$ cat config.mk
export PLATFORM = sky130hd
export DESIGN_NAME = sorted_priority_cache
export DESIGN_NICKNAME = d
export VERILOG_FILES = /design/src/rtl/spc_pkg.sv /design/src/rtl/sorted_priority_cache.sv /design/src/rtl/spc_ram.sv
export SDC_FILE = /design/constraint.sdc
export NUM_CORES = 1
export LEC_CHECK = 0
export BUFFER_PORTS_ARGS = -buffer_cell sky130_fd_sc_hd__buf_4
export CORE_UTILIZATION = 45
export CTS_BUF_LIST = sky130_fd_sc_hd__clkbuf_8
export DETAILED_ROUTE_END_ITERATION = 12
export PLACE_DENSITY_LB_ADDON = 0.3
export SLEW_MARGIN = 0
export SYNTH_ARGS = -nofsm -noshare
export SYNTH_HDL_FRONTEND = slang
export SYNTH_HIERARCHICAL = 1
export SYNTH_SLANG_ARGS = --single-unit
$ cat constraint.sdc
create_clock -name clk -period 6.9 [get_ports clk]
set_input_delay 0.345 -clock clk [delete_from_list [all_inputs] [get_ports clk]]
set_output_delay 0.345 -clock clk [all_outputs]
set_load 0.01 [all_outputs]
$ cat src/rtl/spc_pkg.sv
// ----------------------------------------------------------------------------
// spc_pkg: shared types and constants of the sorted priority cache
// field widths, operation and status codes, sequencer states
// ----------------------------------------------------------------------------
package spc_pkg;

  localparam int DEPTH_DEF = 16;
  localparam int MODE_W    = 2;
  localparam int ID_W      = 16;
  localparam int KEY_W     = 32;
  localparam int STATUS_W  = 2;
  localparam int ENTRY_W   = ID_W + KEY_W;

  typedef enum logic [MODE_W-1:0] {
    MODE_INSERT = 2'd0,
    MODE_POP    = 2'd1,
    MODE_REMOVE = 2'd2,
    MODE_CLEAR  = 2'd3
  } mode_t;

  typedef enum logic [STATUS_W-1:0] {
    STAT_OK       = 2'd0,
    STAT_EMPTY    = 2'd1,
    STAT_FULL     = 2'd2,
    STAT_NOTFOUND = 2'd3
  } status_t;

  typedef enum logic [2:0] {
    S_IDLE,
    S_INS,
    S_INS_PUT,
    S_POP,
    S_SCAN,
    S_SHIFT
  } state_t;

endpackage

$ cat src/rtl/sorted_priority_cache.sv
// ----------------------------------------------------------------------------
// sorted_priority_cache: bounded store of id/key entries, highest key first
// circular slot ram walked one entry per cycle by a small sequencer
// ----------------------------------------------------------------------------
// Usage
//   in channel  (in_valid/in_ready): one beat carries mode, entry_id, entry_key.
//   out channel (out_valid/out_ready): one result beat per input beat,
//   carrying status, out_id, out_key and count (entries held afterwards).
//   Clear, insert into a full store, pop or remove on an empty store, and
//   insert into an empty store give their result in the cycle after the beat.
//   Pop reads the head entry from the ram, then gives its result. Insert
//   walks from the tail, moving each lower-key entry down one slot, then
//   writes the new entry; remove by identifier scans entries from the head
//   and then moves each later entry up one slot. The walk is set by the
//   single ram read port: one entry is compared or moved per cycle.
//   One item is in flight at a time: in_ready is high only while the
//   sequencer is idle and the result register is empty or being emptied.
//   A stalled receiver holds the result in the output register and holds
//   off the next input beat.
//   Synchronous reset empties the store and drops any pending result; the
//   slot ram is not cleared, since only live slots are ever used.
// ----------------------------------------------------------------------------
module sorted_priority_cache #(
  parameter int DEPTH = spc_pkg::DEPTH_DEF
) (
  input  logic                           clk,
  input  logic                           rst,
  input  logic                           in_valid,
  output logic                           in_ready,
  input  logic [spc_pkg::MODE_W-1:0]     mode,
  input  logic [spc_pkg::ID_W-1:0]       entry_id,
  input  logic [spc_pkg::KEY_W-1:0]      entry_key,
  output logic                           out_valid,
  input  logic                           out_ready,
  output logic [spc_pkg::STATUS_W-1:0]   status,
  output logic [spc_pkg::ID_W-1:0]       out_id,
  output logic [spc_pkg::KEY_W-1:0]      out_key,
  output logic [$clog2(DEPTH+1)-1:0]     count
);

  import spc_pkg::*;

  localparam int AW = $clog2(DEPTH);
  localparam int CW = $clog2(DEPTH + 1);

  state_t state, state_next;

  logic [AW-1:0]    head, head_next;
  logic [CW-1:0]    occ, occ_next;
  logic [CW-1:0]    idx, idx_next;
  logic [ID_W-1:0]  id_r;
  logic [KEY_W-1:0] key_r;

  logic             ram_we;
  logic [AW-1:0]    ram_waddr, ram_raddr;
  logic [ENTRY_W-1:0] ram_wdata, ram_rdata;
  logic [ID_W-1:0]  rd_id;
  logic [KEY_W-1:0] rd_key;

  logic             in_fire;
  logic             fin;
  status_t          fin_status;
  logic [ID_W-1:0]  fin_id;
  logic [KEY_W-1:0] fin_key;

  logic [CW:0]      idx_p1, idx_p2, occ_x;
  logic             more1, more2, is_full, none_held, key_lt, id_hit;

  // slot of logical position p counted from the head
  function automatic logic [AW-1:0] phys(input logic [AW-1:0] h, input logic [CW-1:0] p);
    logic [CW:0] s;
    s = (CW+1)'(h) + (CW+1)'(p);
    if (s >= (CW+1)'(DEPTH)) begin
      s = s - (CW+1)'(DEPTH);
    end
    return s[AW-1:0];
  endfunction

  spc_ram #(
    .WIDTH (ENTRY_W),
    .DEPTH (DEPTH)
  ) u_ram (
    .clk   (clk),
    .we    (ram_we),
    .waddr (ram_waddr),
    .wdata (ram_wdata),
    .raddr (ram_raddr),
    .rdata (ram_rdata)
  );

  assign rd_id  = ram_rdata[ENTRY_W-1:KEY_W];
  assign rd_key = ram_rdata[KEY_W-1:0];

  assign in_ready = (state == S_IDLE) && (!out_valid || out_ready);
  assign in_fire  = in_valid && in_ready;

  assign idx_p1    = (CW+1)'(idx) + (CW+1)'(1);
  assign idx_p2    = (CW+1)'(idx) + (CW+1)'(2);
  assign occ_x     = (CW+1)'(occ);
  assign more1     = idx_p1 < occ_x;
  assign more2     = idx_p2 < occ_x;
  assign is_full   = occ == CW'(DEPTH);
  assign none_held = occ == '0;
  assign key_lt    = rd_key < key_r;
  assign id_hit    = rd_id == id_r;

  // next state
  always_comb begin
    state_next = state;
    case (state)
      S_IDLE: begin
        if (in_fire) begin
          case (mode_t'(mode))
            MODE_INSERT: if (!is_full && !none_held) state_next = S_INS;
            MODE_POP:    if (!none_held) state_next = S_POP;
            MODE_REMOVE: if (!none_held) state_next = S_SCAN;
            default:     state_next = S_IDLE;
          endcase
        end
      end
      S_INS: begin
        if (!key_lt) begin
          state_next = S_IDLE;
        end else if (idx == CW'(1)) begin
          state_next = S_INS_PUT;
        end
      end
      S_INS_PUT: state_next = S_IDLE;
      S_POP:     state_next = S_IDLE;
      S_SCAN: begin
        if (id_hit) begin
          state_next = more1 ? S_SHIFT : S_IDLE;
        end else if (!more1) begin
          state_next = S_IDLE;
        end
      end
      S_SHIFT: if (!more2) state_next = S_IDLE;
      default: state_next = S_IDLE;
    endcase
  end

  // ram control and datapath
  always_comb begin
    ram_we     = 1'b0;
    ram_waddr  = phys(head, idx);
    ram_wdata  = {id_r, key_r};
    ram_raddr  = '0;
    idx_next   = idx;
    occ_next   = occ;
    head_next  = head;
    fin        = 1'b0;
    fin_status = STAT_OK;
    fin_id     = '0;
    fin_key    = '0;
    case (state)
      S_IDLE: begin
        if (in_fire) begin
          case (mode_t'(mode))
            MODE_INSERT: begin
              if (is_full) begin
                fin        = 1'b1;
                fin_status = STAT_FULL;
              end else if (none_held) begin
                ram_we    = 1'b1;
                ram_waddr = phys(head, '0);
                ram_wdata = {entry_id, entry_key};
                occ_next  = occ + CW'(1);
                fin       = 1'b1;
              end else begin
                ram_raddr = phys(head, occ - CW'(1));
                idx_next  = occ;
              end
            end
            MODE_POP: begin
              if (none_held) begin
                fin        = 1'b1;
                fin_status = STAT_EMPTY;
              end else begin
                ram_raddr = phys(head, '0);
              end
            end
            MODE_REMOVE: begin
              if (none_held) begin
                fin        = 1'b1;
                fin_status = STAT_NOTFOUND;
              end else begin
                ram_raddr = phys(head, '0);
                idx_next  = '0;
              end
            end
            default: begin
              head_next = '0;
              occ_next  = '0;
              fin       = 1'b1;
            end
          endcase
        end
      end
      S_INS: begin
        ram_we = 1'b1;
        if (key_lt) begin
          // move the lower-key entry down one slot
          ram_wdata = ram_rdata;
          idx_next  = idx - CW'(1);
          if (idx != CW'(1)) begin
            ram_raddr = phys(head, idx - CW'(2));
          end
        end else begin
          occ_next = occ + CW'(1);
          fin      = 1'b1;
        end
      end
      S_INS_PUT: begin
        ram_we    = 1'b1;
        ram_waddr = phys(head, '0);
        occ_next  = occ + CW'(1);
        fin       = 1'b1;
      end
      S_POP: begin
        fin       = 1'b1;
        fin_id    = rd_id;
        fin_key   = rd_key;
        head_next = phys(head, CW'(1));
        occ_next  = occ - CW'(1);
      end
      S_SCAN: begin
        if (id_hit) begin
          if (more1) begin
            ram_raddr = phys(head, idx_p1[CW-1:0]);
          end else begin
            occ_next = occ - CW'(1);
            fin      = 1'b1;
          end
        end else if (more1) begin
          ram_raddr = phys(head, idx_p1[CW-1:0]);
          idx_next  = idx_p1[CW-1:0];
        end else begin
          fin        = 1'b1;
          fin_status = STAT_NOTFOUND;
        end
      end
      S_SHIFT: begin
        // close the gap: entry idx+1 moves up to idx
        ram_we    = 1'b1;
        ram_wdata = ram_rdata;
        idx_next  = idx_p1[CW-1:0];
        if (more2) begin
          ram_raddr = phys(head, idx_p2[CW-1:0]);
        end else begin
          occ_next = occ - CW'(1);
          fin      = 1'b1;
        end
      end
      default: begin
        fin = 1'b0;
      end
    endcase
  end

  always_ff @(posedge clk) begin
    if (rst) begin
      state     <= S_IDLE;
      head      <= '0;
      occ       <= '0;
      out_valid <= 1'b0;
    end else begin
      state <= state_next;
      head  <= head_next;
      occ   <= occ_next;
      if (fin) begin
        out_valid <= 1'b1;
      end else if (out_ready) begin
        out_valid <= 1'b0;
      end
    end
  end

  always_ff @(posedge clk) begin
    idx <= idx_next;
    if (in_fire) begin
      id_r  <= entry_id;
      key_r <= entry_key;
    end
    if (fin) begin
      status  <= fin_status;
      out_id  <= fin_id;
      out_key <= fin_key;
      count   <= occ_next;
    end
  end

`ifndef SYNTHESIS
  a_occ_bound: assert property (@(posedge clk) disable iff (rst)
    occ <= CW'(DEPTH))
    else $error("occupancy beyond depth");

  a_busy_no_result: assert property (@(posedge clk) disable iff (rst)
    (state != S_IDLE) |-> !out_valid)
    else $error("result pending while sequencer busy");

  a_shift_range: assert property (@(posedge clk) disable iff (rst)
    (state == S_SHIFT) |-> more1)
    else $error("shift past last entry");

  a_ins_range: assert property (@(posedge clk) disable iff (rst)
    (state == S_INS) |-> (idx != '0) && (occ < CW'(DEPTH)))
    else $error("insert walk out of range");

  a_fin_once: assert property (@(posedge clk) disable iff (rst)
    (state != S_IDLE) && (state_next == S_IDLE) |-> fin)
    else $error("item finished without a result");
`endif

endmodule

$ cat src/rtl/spc_ram.sv
// ----------------------------------------------------------------------------
// spc_ram: generic simple dual-port ram
// one write port, one read port with registered read data
// ----------------------------------------------------------------------------
module spc_ram #(
  parameter int WIDTH = 8,
  parameter int DEPTH = 16
) (
  input  logic                     clk,
  input  logic                     we,
  input  logic [$clog2(DEPTH)-1:0] waddr,
  input  logic [WIDTH-1:0]         wdata,
  input  logic [$clog2(DEPTH)-1:0] raddr,
  output logic [WIDTH-1:0]         rdata
);

  logic [WIDTH-1:0] mem [DEPTH];

  always_ff @(posedge clk) begin
    if (we) begin
      mem[waddr] <= wdata;
    end
    rdata <= mem[raddr];
  end

endmodule

# --- After elaboration in Yosys (flattened, before gate mapping) ---
# Memories as Yosys holds them, arrays and structs flattened. A register that Yosys moved wholly into a read port is not among the register bits.
# Cells that the tools add are included.
classes:
  n_addsub: 19
  n_lt_le_gt_ge: 10
  eq_ne: 25
  muxes: 85
  n_reduce_logical: 20
op_table:
  columns: ["op", "count"]
  rows:
  - ["48-bit 2-to-1 mux", 5]
  - ["48-bit one-hot mux with 3 select lines", 1]
  - ["4-bit 2-to-1 mux", 21]
  - ["5-bit 2-to-1 mux", 14]
  - ["32-bit < comparator", 1]
  - ["4-bit by 5-bit adder with 6-bit output", 5]
  - ["6-bit by 5-bit greater-or-equal comparator with 1-bit output (second input constant)", 5]
  - ["3-bit 2-to-1 mux", 10]
  - ["5-bit one-hot mux with 6 select lines", 1]
  - ["4-bit by 1-bit subtractor with 4-bit output (second input constant)", 7]
  - ["4-bit one-hot mux with 2 select lines", 3]
  - ["3-bit != test (second input constant)", 7]
  - ["5-bit one-hot mux with 2 select lines", 2]
  - ["5-bit one-hot mux with 4 select lines", 1]
  - ["16-bit equality test", 1]
  - ["4-bit one-hot mux with 4 select lines", 1]
  - ["1-bit 2-to-1 mux", 14]
  - ["6-bit by 5-bit < comparator with 1-bit output", 2]
  - ["2-bit != test (second input constant)", 6]
  - ["3-bit one-hot mux with 4 select lines", 1]
  - ["2-bit 2-to-1 mux", 5]
  - ["5-bit by 1-bit subtractor with 5-bit output (second input constant)", 2]
  - ["3-bit one-hot mux with 3 select lines", 1]
  - ["9-bit AND reduction", 1]
  - ["other kinds (32)", 42]
totals:
  reg_bits: 121
  ramBits: 768
  input_bits: 54
  out_inout_bits: 57
  wordCells: 171
  mem_count: 1
memory_table:
  columns: ["memory", "depth", "width", "read_ports", "rd_ports_with_merged_regs", "write_ports", "line", "text"]
  rows:
  - ["u_ram.mem", 16, 48, 1, 1, 1, "spc_ram.sv:17", "logic [WIDTH-1:0] mem [DEPTH];"]

# --- Logic depth before layout (Yosys ltp) ---
# Gate-level depths: netlist of the first run.
logic_depth:
  ltp_word: 9
  depth_mapped: 17
  ltp_nobuf: 14

# --- Modules after synthesis ---
# Netlist of the first run, hierarchy kept.
modules_own_cells:
  columns: ["mod", "instances", "cells_each", "area_each_um2"]
  rows:
  - ["spc_ram", 1, 1242, 29691.0]
  - ["sorted_priority_cache", 1, 748, 7998.9]

# --- Worst setup path before layout of the first run ---
# No wires, ideal clock.
synth_timing:
  path_type: "reg2reg"
  from: "register state[1]"
  to: "memory u_ram/mem[0][0] (netlist name) (enable)"
  setup_time_ns: 0.513
  arrival_time_ns: 6.074
  required_ns: 6.387
  slack_ns: 0.313
  path_stages_with_launch: 13
  n_path_buf: 4
  period_less_slack_ns: 6.587
  cell_sequence: "dfxtp_1 -> buf_2 -> nor3_2 -> and3_1 -> buf_2 -> and3_1 -> buf_4 -> buf_4 -> o21ai_2 -> nor2_1 -> a21oi_1 -> or3b_2 -> nor3_1"
synth_between:
  word_cells_on_any_way: 13
  classes_between: "eq/ne (3); mux (6); reduce/logical (4)"
synth_lines:
  columns: ["element", "line", "text"]
  rows:
  - ["start, declared", "sorted_priority_cache.sv:46", "state_t state, state_next;"]
  - ["start signal, assigned", "sorted_priority_cache.sv:267", "state <= state_next;"]
  - ["3-bit logical NOT", "sorted_priority_cache.sv:94", "assign in_ready = (state == S_IDLE) && (!out_valid || out_ready);"]
  - ["1-bit logical AND", "sorted_priority_cache.sv:94", null]
  - ["1-bit logical AND", "sorted_priority_cache.sv:95", "assign in_fire = in_valid && in_ready;"]
  - ["named net in_fire", "sorted_priority_cache.sv:60", "logic in_fire;"]
  - ["4-bit 2-to-1 mux", "sorted_priority_cache.sv:157", "if (in_fire) begin"]
  - ["4-bit one-hot mux with 2 select lines", "sorted_priority_cache.sv:155", "case (state)"]
  - ["named net ram_waddr[2]", "sorted_priority_cache.sv:55", "logic [AW-1:0] ram_waddr, ram_raddr;"]
  - ["end, declared", "spc_ram.sv:17", null]
# The timed path passes the listed nets, and every way through them passes these cells.

# --- Worst setup path in the final report of the first run ---
layout_timing:
  from: "register u_ram.rdata[31], read port of u_ram.mem"
  to: "register u_ram.rdata[39], read port of u_ram.mem"
layout_between:
  elab_chain_cells: 3
layout_rtl:
  columns: ["element", "line", "text"]
  rows:
  - ["start, declared", "spc_ram.sv:14", "output logic [WIDTH-1:0] rdata"]
  - ["32-bit < comparator", "sorted_priority_cache.sv:104", "assign key_lt = rd_key < key_r;"]
  - ["4-bit 2-to-1 mux", "sorted_priority_cache.sv:201", "if (key_lt) begin"]
  - ["4-bit one-hot mux with 4 select lines", "sorted_priority_cache.sv:155", null]
  - ["named net ram_raddr[0]", "sorted_priority_cache.sv:55", null]
# The timed path passes the listed nets, and every way through them passes these cells.
# A chain may end at the register's enable or synchronous reset.

==> impl_metrics.prom, run 1 <==
# TYPE chip_impl_metric gauge
chip_impl_info{name="outcome",value="completed"} 1
chip_impl_info{name="regToRegEndpoint",value="u_ram/rdata[39]$_DFF_P_"} 1
chip_impl_metric{name="pwr-share-seq",unit=""} 0.530
chip_impl_metric{name="drive_above_1_share",unit=""} 0.2473
chip_impl_metric{name="total_switching_power",unit="mW"} 3.351
chip_impl_info{name="worstSetupPathType",value="reg2reg"} 1
chip_impl_metric{name="gate_count_of_the_mapped_netlist",unit=""} 1990
chip_impl_metric{name="area_growth",unit="%"} 14.94
chip_impl_metric{name="setup_viol",unit=""} 0
chip_impl_metric{name="core_region_area",unit="um^2"} 82500
chip_impl_metric{name="power.static_leakage",unit="nW"} 14.62
chip_impl_metric{name="multi_input_comb_area",unit="um^2"} 9605
chip_impl_metric{name="finalMaxSlewViolations",unit=""} 0
chip_impl_metric{name="power.ir.vdd_worst",unit="V"} 0.0001871
chip_impl_metric{name="num-nets-final",unit=""} 2358
chip_impl_info{name="synth.top_cells.by_area",value="sky130_fd_sc_hd__edfxtp_1 (70%), sky130_fd_sc_hd__mux4_2 (11%), sky130_fd_sc_hd__dfxtp_1 (3.2%)"} 1
chip_impl_metric{name="max_slew_margin",unit=""} 0.1235
chip_impl_info{name="crit-reg2reg-launch",value="u_ram/rdata[31]$_DFF_P_"} 1
chip_impl_info{name="synth-main-ff-cell",value="sky130_fd_sc_hd__edfxtp_1"} 1
chip_impl_metric{name="power.share.clock",unit=""} 0.349
chip_impl_metric{name="max_cap_viol_count",unit=""} 0
chip_impl_info{name="grt_setup_unrepaired",value="false"} 1
chip_impl_info{name="clock_tree_from_tritoncts",value="done"} 1
chip_impl_metric{name="insertion_delay",unit="ns"} 0.80
chip_impl_metric{name="initial_utilization",unit=""} 0.4568
chip_impl_metric{name="synth_warn",unit=""} 6
chip_impl_metric{name="critical_path_buffers_and_inverters",unit=""} 2
chip_impl_metric{name="starting_drt_drc_count",unit=""} 1679
chip_impl_metric{name="die_area",unit="um^2"} 84920
chip_impl_info{name="worstHoldPathType",value="in2reg"} 1
chip_impl_metric{name="firstDrtPassIters",unit=""} 5
chip_impl_metric{name="min_period_over_period",unit=""} 0.7364
chip_impl_metric{name="seq_area",unit="um^2"} 27530
chip_impl_metric{name="vias",unit=""} 20020
chip_impl_metric{name="die_height",unit="um"} 291.4
chip_impl_metric{name="power_switching_share",unit=""} 0.2569
chip_impl_info{name="timing.critical_path.from_type",value="flip-flop"} 1
chip_impl_metric{name="timing_hold_violations_final",unit=""} 0
chip_impl_info{name="critical-path-top-cell-by-count",value="sky130_fd_sc_hd__nand2_1"} 1
chip_impl_metric{name="first_global_vias",unit=""} 20830
chip_impl_metric{name="ant_nets",unit=""} 0
chip_impl_info{name="ys_top_cells_by_count",value="sky130_fd_sc_hd__edfxtp_1 (876), sky130_fd_sc_hd__mux4_2 (192), sky130_fd_sc_hd__a22oi_1 (100)"} 1
chip_impl_metric{name="synth_cell_types",unit=""} 77
chip_impl_info{name="worstSetupStartpoint",value="u_ram/rdata[31]$_DFF_P_"} 1
chip_impl_metric{name="clkSinkCount",unit=""} 937
chip_impl_metric{name="synth_largest_type_area_fraction",unit=""} 0.6979
chip_impl_metric{name="postLayoutCoreUtil",unit=""} 0.5251
chip_impl_metric{name="timing.critical_path.slowest_cell_delay",unit="ns"} 0.81
chip_impl_metric{name="ys_seq_elements",unit=""} 937
chip_impl_info{name="last_element_of_the_critical_path",value="u_ram/rdata[39]$_DFF_P_"} 1
chip_impl_metric{name="worst_pin_slew",unit="ns"} 1.312
chip_impl_metric{name="finalWorstPathRequiredPeriod",unit="ns"} 5.081
chip_impl_metric{name="fillers",unit=""} 6526
chip_impl_metric{name="pwr-share-comb",unit=""} 0.120
chip_impl_info{name="synth_area_leader",value="sky130_fd_sc_hd__edfxtp_1"} 1
chip_impl_metric{name="ctsLongestPathBuffers",unit=""} 3
chip_impl_metric{name="avgSynthCellArea",unit="um^2"} 18.94
chip_impl_metric{name="finalWirelength",unit="um"} 91460
chip_impl_metric{name="p_int",unit="mW"} 9.692
chip_impl_metric{name="worstRegToRegCells",unit=""} 12
chip_impl_metric{name="syn_nets",unit=""} 2116
chip_impl_metric{name="synth-seq-area-share",unit=""} 0.7303
chip_impl_metric{name="crit_cells",unit=""} 12
chip_impl_info{name="cpLargestDelayFamily",value="compound AO/OA/AOI/OAI gates"} 1
chip_impl_metric{name="power_density",unit="nW/um^2"} 301.1
chip_impl_metric{name="die_w",unit="um"} 291.4
chip_impl_metric{name="setup.reg_to_reg.worst_slack",unit="ns"} 1.82
chip_impl_info{name="timing.critical_path.cells",value="ha_1 -> nand4_2 -> inv_1 -> a221oi_2 -> nand2_1 -> o41ai_1 -> mux2i_1 -> o21ai_4 -> buf_12 -> mux4_2 -> a22oi_1 -> nand2_1"} 1
chip_impl_metric{name="htree_levels",unit=""} 4
chip_impl_metric{name="worst_setup_hold_path_clk_slew",unit="ns"} 0.06
chip_impl_metric{name="crit_fanout",unit=""} 114
chip_impl_metric{name="grt_antenna_before_repair",unit=""} 2
chip_impl_metric{name="timing.hold.ws",unit="ns"} 0.06908
chip_impl_metric{name="grt_max_degree",unit=""} 115
chip_impl_metric{name="hpwlAfterDp",unit="um"} 48680
chip_impl_metric{name="whs_path_depth",unit=""} 4
chip_impl_metric{name="asyncSetResetFlopFracSynth",unit=""} 0
chip_impl_metric{name="cts_buf_count",unit=""} 152
chip_impl_info{name="cts_root_buf",value="sky130_fd_sc_hd__clkbuf_8"} 1
chip_impl_metric{name="route.detailed.wl_per_inst",unit="um"} 26.67
chip_impl_metric{name="arrival",unit="ns"} 5.75
chip_impl_metric{name="wire_length_of_the_first_global_routing_pass",unit="um"} 135800
chip_impl_metric{name="post_cts_resized",unit=""} 0
chip_impl_metric{name="synth-edff-count",unit=""} 876
chip_impl_metric{name="via_per_inst",unit=""} 5.837
chip_impl_metric{name="finalWeightedCongestion",unit=""} 0.8694
chip_impl_metric{name="global_route.usage.total",unit=""} 0.2194
chip_impl_metric{name="timing.fmax",unit="GHz"} 0.1968
chip_impl_metric{name="rows",unit=""} 105
chip_impl_info{name="worstSetupEndpointType",value="flip-flop"} 1
chip_impl_metric{name="ioPinCount",unit=""} 111
chip_impl_metric{name="io_buffer_count",unit=""} 110
chip_impl_info{name="timing.critical_path.slowest_stage_cell",value="sky130_fd_sc_hd__o41ai_1"} 1
chip_impl_metric{name="grt_overflow",unit=""} 0
chip_impl_metric{name="timing.critical_path.required",unit="ns"} 7.57
chip_impl_info{name="yosys.cell_count.top_type",value="sky130_fd_sc_hd__edfxtp_1"} 1
chip_impl_metric{name="post-route-drc-count",unit=""} 0
chip_impl_metric{name="fin_skew",unit="ns"} 0.03739
chip_impl_metric{name="timing.setup.tns",unit="ns"} 0
chip_impl_metric{name="syn_area",unit="um^2"} 37690
## tightest hold or removal path, cell delays in order
cell and delay [ns]:
sky130_fd_sc_hd__buf_4 0.14, sky130_fd_sc_hd__ha_1 0.20, sky130_fd_sc_hd__nand2_1 0.07, sky130_fd_sc_hd__a211oi_1 0.06
## cell usage in the layout (no fill, tap or decap), drive strengths merged, types with 35 or more instances in the layout
cell,Yosys,layout
ha,68,68
buf,56,144
and3,51,51
a22oi,100,100
nand2,82,82
and2,52,52
nor2,44,44
dlygate4sd3,0,50
clkbuf,50,169
mux4,192,192
inv,56,124
dfxtp,61,61
edfxtp,876,876
clkinv,0,35
a21oi,37,37
a221o,50,50
## cell families after synthesis
kind of cell    Yosys count  synth area share
compound gates          266           0.05524
xor+xnor                 45           0.01046
fa+ha+maj                72           0.02470
buf+inv                 162           0.01972
flops                   937            0.7303
mux                     197            0.1161
simple gates            311           0.04349
## power groups by stage
| stage | sequential, mW | clock (mW) | combinational [mW] |
|---|---|---|---|
| 2_1_floorplan | 7.00 | 0 | 0.958 |
| 4_1_cts | 6.92 | 4.67 | 1.59 |
| 6_report | 6.92 | 4.56 | 1.57 |
| 3_5_place_dp | 7.03 | 0 | 1.57 |
| 5_1_grt | 6.94 | 4.91 | 1.71 |
| 3_3_place_gp | 7.02 | 0 | 1.52 |
## metrics by stage
stage               instance area, um^2  setup WS (ns)  total power, mW  instances
floorplan                         37690         0.3131            7.953       1990
global placement                  39900          1.839            8.543       3098
detailed placement                39900          1.817            8.598       3098
CTS                               43320          1.815            13.18       3427
global route                      43320          1.491            13.56       3428
finish                            43320          1.819            13.04       3429
## area by class of cell
type,count,share of cell area
clock buffer,169,0.05369
antenna,2,0.0001155
clock inverter,110,0.01357
tap,1070,0.03090
timing repair buffer,194,0.03968
multi-input combinational,891,0.2217
sequential,937,0.6354
inverter,56,0.004852
## layer usage
| layer | global-route usage | wire length (um) |
|---|---|---|
| met1 | 0.2979 | 37840 |
| met2 | 0.3654 | 46070 |
| met5 | 0 | 0 |
| met3 | 0.03932 | 5912 |
| met4 | 0.05931 | 1636 |
## sequential cells by signal (all words and copies together), names as in the netlist
signal,cells
state,3
out_key,32
u_ram/mem,768
head,4
id_r,16
out_id,16
u_ram/rdata,48
status,2
idx,5
key_r,32
occ,5
out_valid,1
count,5
## repair_timing
item,4_1_cts,5_1_grt
hold endpoints to repair,61,0
setup buffers,0,0
hold buffers,50,0
## how the worst min path moves through the flow
stage	startpoint	end	slack, ns
floorplan	entry_id[0]	id_r[0]$_DFFE_PP_	0.44
global placement	entry_id[3]	id_r[3]$_DFFE_PP_	0.53
detailed placement	entry_key[27]	key_r[27]$_DFFE_PP_	0.53
CTS	mode[0]	state[1]$_SDFFE_PP0P_	0.01
global route	mode[1]	head[3]$_SDFFE_PP0P_	0.05
finish	mode[0]	state[1]$_SDFFE_PP0P_	0.07
Power figures use the tool's default switching activity.
==> run 2: changes to the inputs <==
==> constraint.sdc (replaced) <==
create_clock -name clk -period 4.5 [get_ports clk]
set_input_delay 0.225 -clock clk [delete_from_list [all_inputs] [get_ports clk]]
set_output_delay 0.225 -clock clk [all_outputs]
set_load 0.01 [all_outputs]
==> run 2 against run 1 <==
  * Core utilization is 0.76 points higher
  * Critical path depth is 2 higher
  * Count of clock-buffer cells in the layout is 3 lower
  * Via count is 3.9% higher
  * Die area stayed put
  * Combinational power is 62% higher
  * Register-to-register slack worse by 1.5 ns
  * Setup slack worse by 1.5 ns
  * Sequential share of layout area is 0.91 points lower
  * Worst hold slack better by 0.072 ns
  * Non-clock buffer count is 54 higher
  * Critical path type unchanged
  * Largest power group unchanged
==> impl_metrics.prom, run 2 (synthesis results as in run 1) <==
# TYPE chip_impl_metric gauge
chip_impl_metric{name="rows",unit=""} 105
chip_impl_info{name="outcome",value="completed"} 1
chip_impl_metric{name="finalWorstPathRequiredPeriod",unit="ns"} 4.199
chip_impl_metric{name="timing_hold_violations_final",unit=""} 0
chip_impl_metric{name="num-nets-final",unit=""} 2413
chip_impl_metric{name="fillers",unit=""} 6532
chip_impl_metric{name="vias",unit=""} 20800
chip_impl_info{name="worstSetupEndpointType",value="flip-flop"} 1
chip_impl_info{name="worstHoldPathType",value="in2reg"} 1
chip_impl_metric{name="max_slew_margin",unit=""} 0.2861
chip_impl_info{name="min-delay-start",value="entry_key[14]"} 1
chip_impl_metric{name="fin_skew",unit="ns"} 0.05427
chip_impl_info{name="critical-path-top-cell-by-count",value="sky130_fd_sc_hd__nand2_1"} 1
chip_impl_metric{name="die_w",unit="um"} 291.4
chip_impl_metric{name="power.static_leakage",unit="nW"} 14.94
chip_impl_info{name="mostFrequentLayoutCell",value="sky130_fd_sc_hd__edfxtp_1"} 1
chip_impl_metric{name="power.ir.vdd_worst",unit="V"} 0.0002918
chip_impl_info{name="crit-reg2reg-launch",value="key_r[27]$_DFFE_PP_"} 1
chip_impl_metric{name="insertion_delay",unit="ns"} 0.82
chip_impl_metric{name="worst_pin_slew",unit="ns"} 1.062
chip_impl_metric{name="worst_setup_hold_path_clk_slew",unit="ns"} 0.06
chip_impl_metric{name="initial_utilization",unit=""} 0.4568
chip_impl_info{name="cts_root_buf",value="sky130_fd_sc_hd__clkbuf_8"} 1
chip_impl_metric{name="htree_levels",unit=""} 4
chip_impl_metric{name="via_per_inst",unit=""} 5.974
chip_impl_metric{name="hpwlAfterDp",unit="um"} 52970
chip_impl_metric{name="core_region_area",unit="um^2"} 82500
chip_impl_metric{name="crit_fanout",unit=""} 23
chip_impl_metric{name="postLayoutCoreUtil",unit=""} 0.5327
chip_impl_metric{name="setup_ws",unit="ns"} 0.3007
chip_impl_metric{name="ant_nets",unit=""} 0
chip_impl_metric{name="total_power",unit="mW"} 20.18
chip_impl_metric{name="arrival",unit="ns"} 4.87
chip_impl_metric{name="drive_above_1_share",unit=""} 0.2601
chip_impl_metric{name="finalWeightedCongestion",unit=""} 0.8797
chip_impl_info{name="clock_tree_from_tritoncts",value="done"} 1
chip_impl_metric{name="cts_post_setup_buffers_inserted",unit=""} 0
chip_impl_metric{name="first_global_vias",unit=""} 21330
chip_impl_metric{name="post_cts_resized",unit=""} 0
chip_impl_metric{name="timing.hold.ws",unit="ns"} 0.1406
chip_impl_metric{name="die_height",unit="um"} 291.4
chip_impl_metric{name="io_buffer_count",unit=""} 110
chip_impl_metric{name="power_density",unit="nW/um^2"} 459.0
chip_impl_metric{name="route.detailed.wl_per_inst",unit="um"} 27.47
chip_impl_metric{name="timing.critical_path.slowest_cell_delay",unit="ns"} 0.55
chip_impl_metric{name="ctsLongestPathBuffers",unit=""} 3
chip_impl_metric{name="post-route-drc-count",unit=""} 0
chip_impl_metric{name="setup_viol",unit=""} 0
chip_impl_metric{name="firstDrtPassIters",unit=""} 5
chip_impl_info{name="timing.critical_path.slowest_stage_cell",value="sky130_fd_sc_hd__o41ai_1"} 1
chip_impl_info{name="worstSetupPathType",value="reg2reg"} 1
chip_impl_metric{name="timing.fmax",unit="GHz"} 0.2381
chip_impl_metric{name="wire_length_of_the_first_global_routing_pass",unit="um"} 141000
chip_impl_info{name="timing.critical_path.cells",value="inv_1 -> ha_1 -> a21oi_1 -> o21ai_1 -> a221oi_2 -> nand2_1 -> o41ai_1 -> mux2i_1 -> o21ai_4 -> buf_12 -> buf_4 -> mux4_2 -> a22oi_1 -> nand2_1"} 1
chip_impl_info{name="grt_setup_unrepaired",value="false"} 1
chip_impl_metric{name="grt_antenna_before_repair",unit=""} 2
chip_impl_metric{name="cts_buf_count",unit=""} 153
chip_impl_info{name="worstSetupStartpoint",value="key_r[27]$_DFFE_PP_"} 1
chip_impl_metric{name="max_cap_viol_count",unit=""} 0
chip_impl_metric{name="timing.critical_path.required",unit="ns"} 5.17
chip_impl_metric{name="clkSinkCount",unit=""} 937
chip_impl_metric{name="dp_worst_setup_slack",unit="ns"} 0.3535
chip_impl_info{name="registers.top_by_ff_count",value="u_ram/mem"} 1
chip_impl_metric{name="finalMaxSlewViolations",unit=""} 0
chip_impl_metric{name="grt_overflow",unit=""} 0
chip_impl_info{name="largestRegisters",value="u_ram/mem: 768 flops, u_ram/rdata: 48 flops"} 1
chip_impl_metric{name="min_period_over_period",unit=""} 0.9332
chip_impl_info{name="mostFrequentLayoutCells",value="sky130_fd_sc_hd__edfxtp_1 (876), sky130_fd_sc_hd__mux4_2 (192), sky130_fd_sc_hd__buf_4 (167)"} 1
chip_impl_metric{name="global_route.usage.total",unit=""} 0.2280
chip_impl_metric{name="grt_max_degree",unit=""} 52
chip_impl_metric{name="largest_reg_flops",unit=""} 768
chip_impl_info{name="timing.critical_path.from_type",value="flip-flop"} 1
chip_impl_metric{name="finalWirelength",unit="um"} 95640
chip_impl_metric{name="ioPinCount",unit=""} 111
chip_impl_metric{name="die_area",unit="um^2"} 84920
chip_impl_metric{name="starting_drt_drc_count",unit=""} 2094
chip_impl_metric{name="area_growth",unit="%"} 16.61
run 2: cell types whose count changed in the layout (fill, tap and decap cells not counted), moves of 3 or more:
| cell | delta |
|---|---|
| sky130_fd_sc_hd__buf_4 | +34 |
| sky130_fd_sc_hd__buf_12 | +17 |
| sky130_fd_sc_hd__clkinv_1 | +8 |
| sky130_fd_sc_hd__inv_8 | -4 |
| sky130_fd_sc_hd__nor3_2 | -4 |
| sky130_fd_sc_hd__nor3_4 | +4 |
| sky130_fd_sc_hd__clkbuf_8 | -3 |
| sky130_fd_sc_hd__dlygate4sd3_1 | +3 |
run 2: path summary, 6_finish.rpt:
kind	to	slack, ns	depth (start not counted)
setup reg to reg	u_ram/rdata[39]$_DFF_P_	0.30	14
hold / removal	key_r[14]$_DFFE_PP_	0.14	2
hold reg to reg	out_key[13]$_SDFFCE_PN0P_	0.62	1
setup / recovery	u_ram/rdata[39]$_DFF_P_	0.30	14
run 2: critical path, delay by kind of cell, from the launching register on:
| family | cells | cell delay [ns] |
|---|---|---|
| mux | 2 | 0.72 |
| flops | 1 | 0.36 |
| fa+ha+maj | 1 | 0.32 |
| buf+inv | 3 | 0.56 |
| compound gates | 6 | 1.74 |
| simple gates | 2 | 0.35 |
run 2: report_power, final:
| group | internal, mW | total [mW] | switching [mW] | leakage, nW |
|---|---|---|---|---|
| Clock | 3.69 | 7.03 | 3.34 | 1.69 |
| Sequential | 10.4 | 10.6 | 0.232 | 8.49 |
| Combinational | 0.924 | 2.55 | 1.63 | 4.76 |
| Total | 15.0 | 20.2 | 5.20 | 14.9 |
run 2: stage by stage:
step / instances / instance area, um^2 / setup TNS, ns
after floorplan: 1990 / 37710 / -524.19
after global placement: 3149 / 40520 / 0
after detailed placement: 3149 / 40520 / 0
after CTS: 3481 / 43950 / 0
after global routing: 3482 / 43950 / 0
final: 3482 / 43950 / 0
run 2: layout make-up:
type | instances | area (um^2) | share of cell area
Tap cell | 1070 | 1339 | 0.03046
Timing Repair Buffer | 248 | 2345 | 0.05335
Sequential cell | 937 | 27530 | 0.6263
Clock buffer | 166 | 2285 | 0.05198
Clock inverter | 113 | 618.1 | 0.01406
Inverter | 56 | 210.2 | 0.004783
Multi-Input combinational cell | 891 | 9624 | 0.2190
Antenna cell | 1 | 2.502 | 0.00005694
run 2: metal layers:
metal  wire length [um]  track usage  up-vias
li1                   -            -     8761
met1              40080       0.3216    10940
met2              45750       0.3592      933
met3               7553      0.04329      172
met4               2257      0.07407        0
met5                  0            0        -
run 2: what timing repair did:
action	in CTS	in global routing
setup endpoints to repair	0	0
endpoints found under the hold margin	61	0
hold buffers	53	0
